### config.mk
export PLATFORM = sky130hd
export DESIGN_NAME = mxfp8_e4m3_scaled_to_half_unit
export DESIGN_NICKNAME = d
export VERILOG_FILES = /design/src/rtl/core/mxs2h_pkg.sv /design/src/rtl/core/mxs2h_decode.sv /design/src/rtl/core/mxs2h_norm.sv /design/src/rtl/core/mxs2h_encode.sv /design/src/rtl/core/mxfp8_e4m3_scaled_to_half_unit.sv
export SDC_FILE = /design/constraint.sdc
export NUM_CORES = 1
export LEC_CHECK = 0
export ABC_AREA = 1
export BUFFER_PORTS_ARGS = -buffer_cell sky130_fd_sc_hd__buf_4
export CAP_MARGIN = 20
export CORE_MARGIN = 2
export CORE_UTILIZATION = 60
export DETAILED_ROUTE_END_ITERATION = 6
export PLACE_DENSITY = 0.81
export SLEW_MARGIN = 10
export SYNTH_ARGS = -nofsm -noshare
export SYNTH_HDL_FRONTEND = slang
export SYNTH_SLANG_ARGS = --single-unit
### constraint.sdc
create_clock -name i_clk -period 4.4 [get_ports i_clk]
set_input_delay 0.66 -clock i_clk [delete_from_list [all_inputs] [get_ports i_clk]]
set_output_delay 0.66 -clock i_clk [all_outputs]
set_load 0.01 [all_outputs]
### src/rtl/core/mxs2h_pkg.sv
package mxs2h_pkg;

    localparam int ValueW  = 8;
    localparam int ScaleW  = 8;
    localparam int HalfW   = 16;
    localparam int StatusW = 2;
    localparam int InDataW = 16;
    localparam int OutDataW = 24;

    typedef enum logic [StatusW-1:0] {
        ST_OK            = 2'd0,
        ST_INVALID_SCALE = 2'd1,
        ST_NAN_VALUE     = 2'd2
    } t_status;

    // decoded element: m in 0..15, exponent of lsb in signed 10 bits
    typedef struct packed {
        logic              sign;
        logic [3:0]        mant;
        logic signed [9:0] expo;
        t_status           status;
    } t_dec;

    // normalized: top bit position and shift amount for subnormal path
    typedef struct packed {
        logic              sign;
        logic [3:0]        mant;
        logic [1:0]        msb;
        logic signed [9:0] top;
        logic signed [9:0] sub_sh;
        t_status           status;
    } t_norm;

    typedef struct packed {
        logic [HalfW-1:0] half_bits;
        t_status          status;
    } t_res;

endpackage

### src/rtl/core/mxs2h_decode.sv
module mxs2h_decode (
    input  logic                          i_clk,
    input  logic                          i_rst_n,
    input  logic                          i_en,
    input  logic                          i_valid,
    input  logic [mxs2h_pkg::ValueW-1:0]  i_value,
    input  logic [mxs2h_pkg::ScaleW-1:0]  i_scale,
    output logic                          o_valid,
    output mxs2h_pkg::t_dec               o_dec
);
    mxs2h_pkg::t_dec n_dec;
    mxs2h_pkg::t_dec r_dec;
    logic            r_valid;
    logic [3:0]      w_ex;

    always_comb begin
        w_ex         = i_value[6:3];
        n_dec.sign   = i_value[7];
        n_dec.status = mxs2h_pkg::ST_OK;
        if (i_scale == 8'hff) begin
            n_dec.status = mxs2h_pkg::ST_INVALID_SCALE;
        end else if (i_value[6:0] == 7'h7f) begin
            n_dec.status = mxs2h_pkg::ST_NAN_VALUE;
        end
        if (w_ex == 4'd0) begin
            n_dec.mant = {1'b0, i_value[2:0]};
            n_dec.expo = 10'(signed'(-9 - 127)) + signed'({2'b00, i_scale});
        end else begin
            n_dec.mant = {1'b1, i_value[2:0]};
            n_dec.expo = signed'({6'd0, w_ex}) - 10'sd137 + signed'({2'b00, i_scale});
        end
    end

    always_ff @(posedge i_clk) begin
        if (!i_rst_n) begin
            r_valid <= 1'b0;
        end else if (i_en) begin
            r_valid <= i_valid;
        end
        if (i_en) begin
            r_dec <= n_dec;
        end
    end

    assign o_valid = r_valid;
    assign o_dec   = r_dec;
endmodule

### src/rtl/core/mxs2h_norm.sv
module mxs2h_norm (
    input  logic             i_clk,
    input  logic             i_rst_n,
    input  logic             i_en,
    input  logic             i_valid,
    input  mxs2h_pkg::t_dec  i_dec,
    output logic             o_valid,
    output mxs2h_pkg::t_norm o_norm
);
    mxs2h_pkg::t_norm n_norm;
    mxs2h_pkg::t_norm r_norm;
    logic             r_valid;

    always_comb begin
        n_norm.sign   = i_dec.sign;
        n_norm.mant   = i_dec.mant;
        n_norm.status = i_dec.status;
        if (i_dec.mant[3]) begin
            n_norm.msb = 2'd3;
        end else if (i_dec.mant[2]) begin
            n_norm.msb = 2'd2;
        end else if (i_dec.mant[1]) begin
            n_norm.msb = 2'd1;
        end else begin
            n_norm.msb = 2'd0;
        end
        n_norm.top    = i_dec.expo + signed'({8'd0, n_norm.msb});
        n_norm.sub_sh = i_dec.expo + 10'sd24;
    end

    always_ff @(posedge i_clk) begin
        if (!i_rst_n) begin
            r_valid <= 1'b0;
        end else if (i_en) begin
            r_valid <= i_valid;
        end
        if (i_en) begin
            r_norm <= n_norm;
        end
    end

    assign o_valid = r_valid;
    assign o_norm  = r_norm;
endmodule

### src/rtl/core/mxs2h_encode.sv
module mxs2h_encode (
    input  logic             i_clk,
    input  logic             i_rst_n,
    input  logic             i_en,
    input  logic             i_valid,
    input  mxs2h_pkg::t_norm i_norm,
    output logic             o_valid,
    output mxs2h_pkg::t_res  o_res
);
    mxs2h_pkg::t_res n_res;
    mxs2h_pkg::t_res r_res;
    logic            r_valid;
    logic [14:0]     w_mag;
    logic [13:0]     w_frac;
    logic [2:0]      w_k;
    logic [3:0]      w_q;
    logic [3:0]      w_rem;
    logic [3:0]      w_halfway;

    always_comb begin
        w_frac    = 14'({i_norm.mant, 10'd0} >> i_norm.msb);
        w_k       = 3'd0;
        w_q       = 4'd0;
        w_rem     = 4'd0;
        w_halfway = 4'd0;
        if (i_norm.mant == 4'd0) begin
            w_mag = 15'd0;
        end else if (i_norm.top > 10'sd15) begin
            w_mag = 15'h7c00;
        end else if (i_norm.top >= -10'sd14) begin
            w_mag = {5'(i_norm.top + 10'sd15), w_frac[9:0]};
        end else if (i_norm.sub_sh >= 10'sd0) begin
            w_mag = 15'({11'd0, i_norm.mant} << i_norm.sub_sh[3:0]);
        end else if (i_norm.sub_sh <= -10'sd5) begin
            w_mag = 15'd0;
        end else begin
            w_k       = 3'(-i_norm.sub_sh);
            w_q       = i_norm.mant >> w_k;
            w_rem     = i_norm.mant & 4'((5'd1 << w_k) - 5'd1);
            w_halfway = 4'(5'd1 << (w_k - 3'd1));
            if (w_rem > w_halfway || (w_rem == w_halfway && w_q[0])) begin
                w_q = w_q + 4'd1;
            end
            w_mag = {11'd0, w_q};
        end
        n_res.status = i_norm.status;
        if (i_norm.status != mxs2h_pkg::ST_OK) begin
            n_res.half_bits = 16'd0;
        end else begin
            n_res.half_bits = {i_norm.sign, w_mag};
        end
    end

    always_ff @(posedge i_clk) begin
        if (!i_rst_n) begin
            r_valid <= 1'b0;
        end else if (i_en) begin
            r_valid <= i_valid;
        end
        if (i_en) begin
            r_res <= n_res;
        end
    end

    assign o_valid = r_valid;
    assign o_res   = r_res;
endmodule

### src/rtl/core/mxfp8_e4m3_scaled_to_half_unit.sv
// pipeline: registered decode, norm and encode stages between input transfer and output transfer
// throughput: one transfer per cycle, the three stages stall together
// reset: synchronous active-low i_rst_n clears all stage valid bits
module mxfp8_e4m3_scaled_to_half_unit (
    input  logic                              i_clk,
    input  logic                              i_rst_n,
    input  logic                              s_axis_tvalid,
    output logic                              s_axis_tready,
    input  logic [mxs2h_pkg::InDataW-1:0]     s_axis_tdata,  // value_byte, scale_byte
    output logic                              m_axis_tvalid,
    input  logic                              m_axis_tready,
    output logic [mxs2h_pkg::OutDataW-1:0]    m_axis_tdata   // half_bits, status, pad
);
    logic             w_en;
    logic             w_v1;
    logic             w_v2;
    mxs2h_pkg::t_dec  w_dec;
    mxs2h_pkg::t_norm w_norm;
    mxs2h_pkg::t_res  w_res;

    assign w_en          = m_axis_tready || !m_axis_tvalid;
    assign s_axis_tready = w_en;

    mxs2h_decode u_decode (
        .i_clk   (i_clk),
        .i_rst_n (i_rst_n),
        .i_en    (w_en),
        .i_valid (s_axis_tvalid),
        .i_value (s_axis_tdata[7:0]),
        .i_scale (s_axis_tdata[15:8]),
        .o_valid (w_v1),
        .o_dec   (w_dec)
    );

    mxs2h_norm u_norm (
        .i_clk   (i_clk),
        .i_rst_n (i_rst_n),
        .i_en    (w_en),
        .i_valid (w_v1),
        .i_dec   (w_dec),
        .o_valid (w_v2),
        .o_norm  (w_norm)
    );

    mxs2h_encode u_encode (
        .i_clk   (i_clk),
        .i_rst_n (i_rst_n),
        .i_en    (w_en),
        .i_valid (w_v2),
        .i_norm  (w_norm),
        .o_valid (m_axis_tvalid),
        .o_res   (w_res)
    );

    assign m_axis_tdata = {6'd0, w_res.status, w_res.half_bits};
endmodule

After elaboration in Yosys (flattened, before gate mapping):

Cells that the tools add are included.

* RAM bits: 0
* input port bits: 20
* memories kept: 0
* bits in read-only memories: 0
* bits in registers: 67
* bits in latches: 0
* word-level logic and storage cells: 60

* multiplexer cells: 10
* reductions and logical operators: 9
* multiply operators: 0
* bitwise operators: 1
* shift-type cells: 5
* $add $sub $neg: 10
* eq/ne operators: 3
* divide/modulo/power cells: 0
* magnitude comparators: 5

Operator list (number)
* 15-bit two-way mux: 3
* 4-bit by 4-bit << shifter with 15-bit output: 1
* 14-bit two-way mux: 1
* 14-bit by 2-bit right shift with 10-bit output: 1
* 10-bit by 3-bit adder with 10-bit output: 1
* 10-bit by 6-bit adder with 10-bit output, second input constant: 1
* 10-bit by 9-bit adder with 10-bit output: 1
* 9-bit by 9-bit adder with 10-bit output, first input constant: 1
* 10-bit by 1-bit greater-or-equal comparator with 1-bit output, second input constant: 1
* 10-bit by 5-bit greater-or-equal comparator with 1-bit output, second input constant: 1
* 10-bit by 5-bit > comparator with 1-bit output, second input constant: 1
* 10-bit by 4-bit <= comparator with 1-bit output, second input constant: 1
* 4-bit by 8-bit subtractor with 9-bit output, second input constant: 1
* 8-bit equality test, second input constant: 1
* 4-bit logical NOT: 2
* 4-bit two-way mux: 2
* 1-bit by 3-bit << shifter with 4-bit output, first input constant: 2
* 7-bit equality test, second input constant: 1
* 2-bit two-way mux: 3
* 5-bit adder, second input constant: 1
* 4-bit by 1-bit adder with 4-bit output, second input constant: 1
* 4-bit bitwise AND: 1
* 4-bit equality test: 1
* 4-bit > comparator: 1
* 11 further kinds: 12

Longest topological paths before layout:

* depth after elaboration: 12
* gate-level depth with buffers: 22
* depth with buffers taken out: 22

Hierarchy:

Synthesis repeated with hierarchy kept, for this count alone.

* cells, all modules: 491
* area total of the unflattened synthesis: 4332.9 um^2

Modules (own cells, without submodules)
* mxs2h_encode: sequential area each 560.5 um^2, area an instance 1729.2 um^2, cells an instance 244, times used 1
* mxs2h_norm: sequential area each 890.9 um^2, area an instance 1297.5 um^2, cells an instance 98, times used 1
* mxs2h_decode: sequential area each 530.5 um^2, area an instance 1249.9 um^2, cells an instance 140, times used 1
* mxfp8_e4m3_scaled_to_half_unit: sequential area each 0.0 um^2, area an instance 56.3 um^2, cells an instance 9, times used 1

Worst setup path after synthesis:

Ideal clock, no wire load.

* path kind: register -> register
* start: reg u_norm.r_norm, in the netlist u_norm.o_norm[2]
* end: reg u_encode.r_res, in the netlist u_encode.o_res[5] (data pin)
* cell stages (with the launch flop): 22
* setup slack: 1.360 ns
* required time: 4.148 ns
* period minus slack after synthesis: 3.040 ns
* arrival time: 2.788 ns
* path buffers: 0
* cells stage by stage: edfxtp_1 -> inv_2 -> ha_1 -> nand2_1 -> inv_1 -> nor2_8 -> inv_1 -> nor2_1 -> inv_1 -> ha_1 -> xor2_1 -> nor2_1 -> ha_1 -> nand2_1 -> nor2_1 -> nor2_1 -> nand2_1 -> nand2_1 -> nand2_4 -> a21oi_2 -> nor2_1 -> nor2_1

* word-level cells in the longest chain between the ends: 11
* elaborated cells between the ends (all ways): 19

RTL lines
* start: declaration: line mxs2h_norm.sv:11 `mxs2h_pkg::t_norm r_norm;`
* start signal: assignment: line mxs2h_norm.sv:38 `r_norm <= n_norm;`
* parallel branches: the longest is 9 deep, another holds 4-bit by 1-bit subtractor with 4-bit output
* 15-bit two-way mux (*): line mxs2h_encode.sv:32 `end else if (i_norm.sub_sh >= 10'sd0) begin`
* 15-bit two-way mux (*): line mxs2h_encode.sv:30 `end else if (i_norm.top >= -10'sd14) begin`
* end signal: assignment: line mxs2h_encode.sv:61 `r_res <= n_res;`
* end: declaration: line mxs2h_encode.sv:11 `mxs2h_pkg::t_res r_res;`

Mark *: on every way between the ends.
A chain may end at the register's enable or synchronous reset.

Worst setup path after layout:

* start: reg u_norm.r_norm, in the netlist u_norm.o_norm[3]
* end: reg u_encode.r_res, in the netlist u_encode.o_res[4] (data pin)

Same word-level chain as after synthesis.

==> impl_results.md <==
- Vias in the first global route: 3156
- Setup TNS: 0 ps
- Worst Path Arrival: 3590 ps
- Status: completed
- Antenna violations before repair: 0
- Clock buffer depth: 2
- DRT antenna net count: 0
- Clock buffer count from CTS: 9
- CP Max Fanout: 10
- Async SR Flop Fraction: 0
- Post-cts sizing count: 0
- Core Box Area: 0.00672 sq mm
- Total track usage: 0.232
- Gr ovfl total: 0
- CP startpoint kind: flop
- DIE HEIGHT: 86.9 um
- Final period utilization: 0.796
- Post-synthesis average cell area: 9.11 sq um
- Worst skew pair latency: 350 ps
- Nets: 548
- Yosys reg bits: 67
- Setup bufs post-CTS: 0
- Largest net degree at the start of global routing: 67
- Unrepaired setup endpoints after global routing: no
- CTS hold repair buffers: 0
- Fill cell count: just under 500
- Critical path class: reg -> reg
- Crit end category: flop
- Area growth syn-to-layout: 13.6%
- # rows: 30
- Main area contributors after synthesis: edfxtp_1 (47%), nand2_1 (8.8%), ha_1 (8.5%), inv_1 (5.2%), nor2_1 (4.1%)
- Worst slew pin tran: 791 ps
- Starting Density: 0.614
- Synth cell types: 42
- Hold depth: 0
- Clock tree root driver cell: clkbuf_8
- Final RePlAce weighted congestion: 0.890
- CTS H-Tree Depth: 3
- Post-synth EDFFs: 64
- Hold Path Class: reg -> reg
- Routed Wire Length: 7.76 mm
- Clock Pin Slew Worst Setup and Hold Paths: approximately 80 ps
- Layout cell share with drive strength beyond 1: 0.159
- PortBufs: 39
- Clock skew: 9.83 ps
- Die area: 0.00755 sq mm
- Slew Limit Headroom: 0.469
- Worst r2r path cells: 21
- Highest clock rate: roughly 290 MHz
- DRC violations left: 0
- Wirelength per Cell: 13.3 um
- Starting DRT DRC Count: 183
- # IOs: 46
- Sequential fraction of the synthesis area: 0.480
- Cell count after synthesis: 453
- Final hold slack: 424 ps
- Synth Cell Area: a little over 0.004 sq mm
- Die Wd: 86.9 um
- Minimum clock period: 3500 ps
- Routed vias: 3152
- Synth top area share: 0.466
- 1st-pass router iterations: 4
- Final hold violation count: 0
- Setup violators final: 0
- Post-DP HPWL: 5.87 mm
- Warnings from Yosys: 0
- Largest area contributor in the synthesized netlist: edfxtp_1
- Vias/cell: 5.41
- VDD IR max: 0.197 mV
- Max Cap Viol: 0
- Antenna diodes: 0
- First-pass GRT wire length: 13.5 mm
- Pleak: 0.00220 uW
- Main synth FF type: edfxtp_1
- Pwr/cell area: between 400 and 500 mW/mm^2
- Tot Pwr: 2250 uW
- Clock sink count: 67
- CTS tree: yes
- Slew Limit Fails: 0
- Crit path required time: 4490 ps
## sequential cells by signal (all words and copies together), names as in the netlist
name,flops
u_decode.o_valid,1
u_encode.o_res,18
u_norm.o_valid,1
u_encode.o_valid,1
u_decode.o_dec,17
u_norm.o_norm,29
## worst paths after layout
| kind | startpoint | to | slack, ps |
|---|---|---|---|
| worst max-delay path | u_norm.o_norm[3] | u_encode.o_res[4] | 900 |
| worst min-delay path | u_decode.o_dec[16] | u_norm.o_norm[28] | 420 |
| worst max register to register | u_norm.o_norm[3] | u_encode.o_res[4] | 900 |
| worst min register to register | u_decode.o_dec[16] | u_norm.o_norm[28] | 420 |
## placed cells by master (no fill, tap or decap), types with 3 or more instances in the layout
cell       n
a21oi_1   20
buf_4     40
clkbuf_8   9
conb_1     6
dfxtp_1    3
edfxtp_1  64
ha_1      28
inv_1     56
inv_2      3
nand2_1   97
nand2_2    6
nand3_1   23
nand3_2    3
nand4_1   12
nor2_1    45
nor3_1     6
o21ai_0   20
o21ai_1    6
xnor2_1    3
xor2_1    18
## synth_stat cells, types with 2 or more instances
master     n
xnor2_1    3
dfxtp_1    3
fa_1       2
buf_2      2
a21oi_1   20
nor3_1     6
o21bai_1   2
edfxtp_1  64
nand4_1   12
o21a_1     2
nand2_1   97
inv_2      2
o21ai_1    6
nand2_4    2
ha_1      28
xor2_1    18
nand3_1   23
a31o_2     2
nor2_1    45
or2_2      2
inv_1     57
nand2_2    6
nor2_2     2
buf_4      8
nand3_2    3
o21ai_0   20
## worst max-delay path, cell delays in order, from the launching register on
cell	delay, ps
edfxtp_1	550
inv_1	220
ha_1	250
nand2_1	70
inv_1	90
nor2_8	150
inv_1	60
nor2_1	170
inv_1	80
ha_1	190
xor2_1	150
nor2_1	60
ha_1	270
nand2_1	60
nor2_1	170
nor2_1	60
nand2_1	140
nand2_1	150
nand2_4	130
nand2_1	60
o21ai_1	80
a21oi_1	80
## where the power goes
group	internal [uW]	switching (uW)	leakage [uW]
registers	866	93.8	0.000711
clock network	320	235	0.000103
logic	292	439	0.00139
total	1480	769	0.00220
## logic make-up after synthesis
| family | count (synthesis) | share of synthesized area |
|---|---|---|
| other | 1 | 0.000909 |
| AOI/OAI and AO/OA | 60 | 0.0822 |
| buffers and inverters | 70 | 0.0716 |
| adders and majority gates | 30 | 0.0946 |
| and+or+nand+nor | 204 | 0.226 |
| DFF | 67 | 0.480 |
| xor gates and xnor gates | 21 | 0.0446 |
## stage by stage
| step | instance area [sq um] | worst slack (ps) | instances | util |
|---|---|---|---|---|
| global route | 4690 | 542 | 583 | 0.698 |
| detailed placement | 4470 | 976 | 567 | 0.665 |
| finish | 4690 | 898 | 583 | 0.698 |
| CTS | 4690 | 943 | 583 | 0.698 |
| global placement | 4470 | 1190 | 567 | 0.665 |
| floorplan | 4140 | 1360 | 458 | - |
## cell type report
type | instances | area [sq um] | area share
sequential | 67 | 1980 | 0.423
multi-input combinational | 321 | 1870 | 0.398
timing repair buffer | 40 | 300 | 0.0641
inverter | 59 | 221 | 0.0473
clock buffer | 10 | 128 | 0.0272
tap | 80 | 100 | 0.0214
clock inverter | 6 | 88.8 | 0.0190
## per-layer routing
metal / global-route usage / wire length (um) / part of all wire / up-vias
li1: - / - / - / 1596
met5: 0 / 0 / 0 / -
met1: 0.244 / 3090 / 0.40 / 1434
met4: 0.111 / 205 / 0.026 / 0
met2: 0.425 / 4080 / 0.53 / 101
met3: 0.0607 / 380 / 0.049 / 21
(Power assumes the default switching activity.)
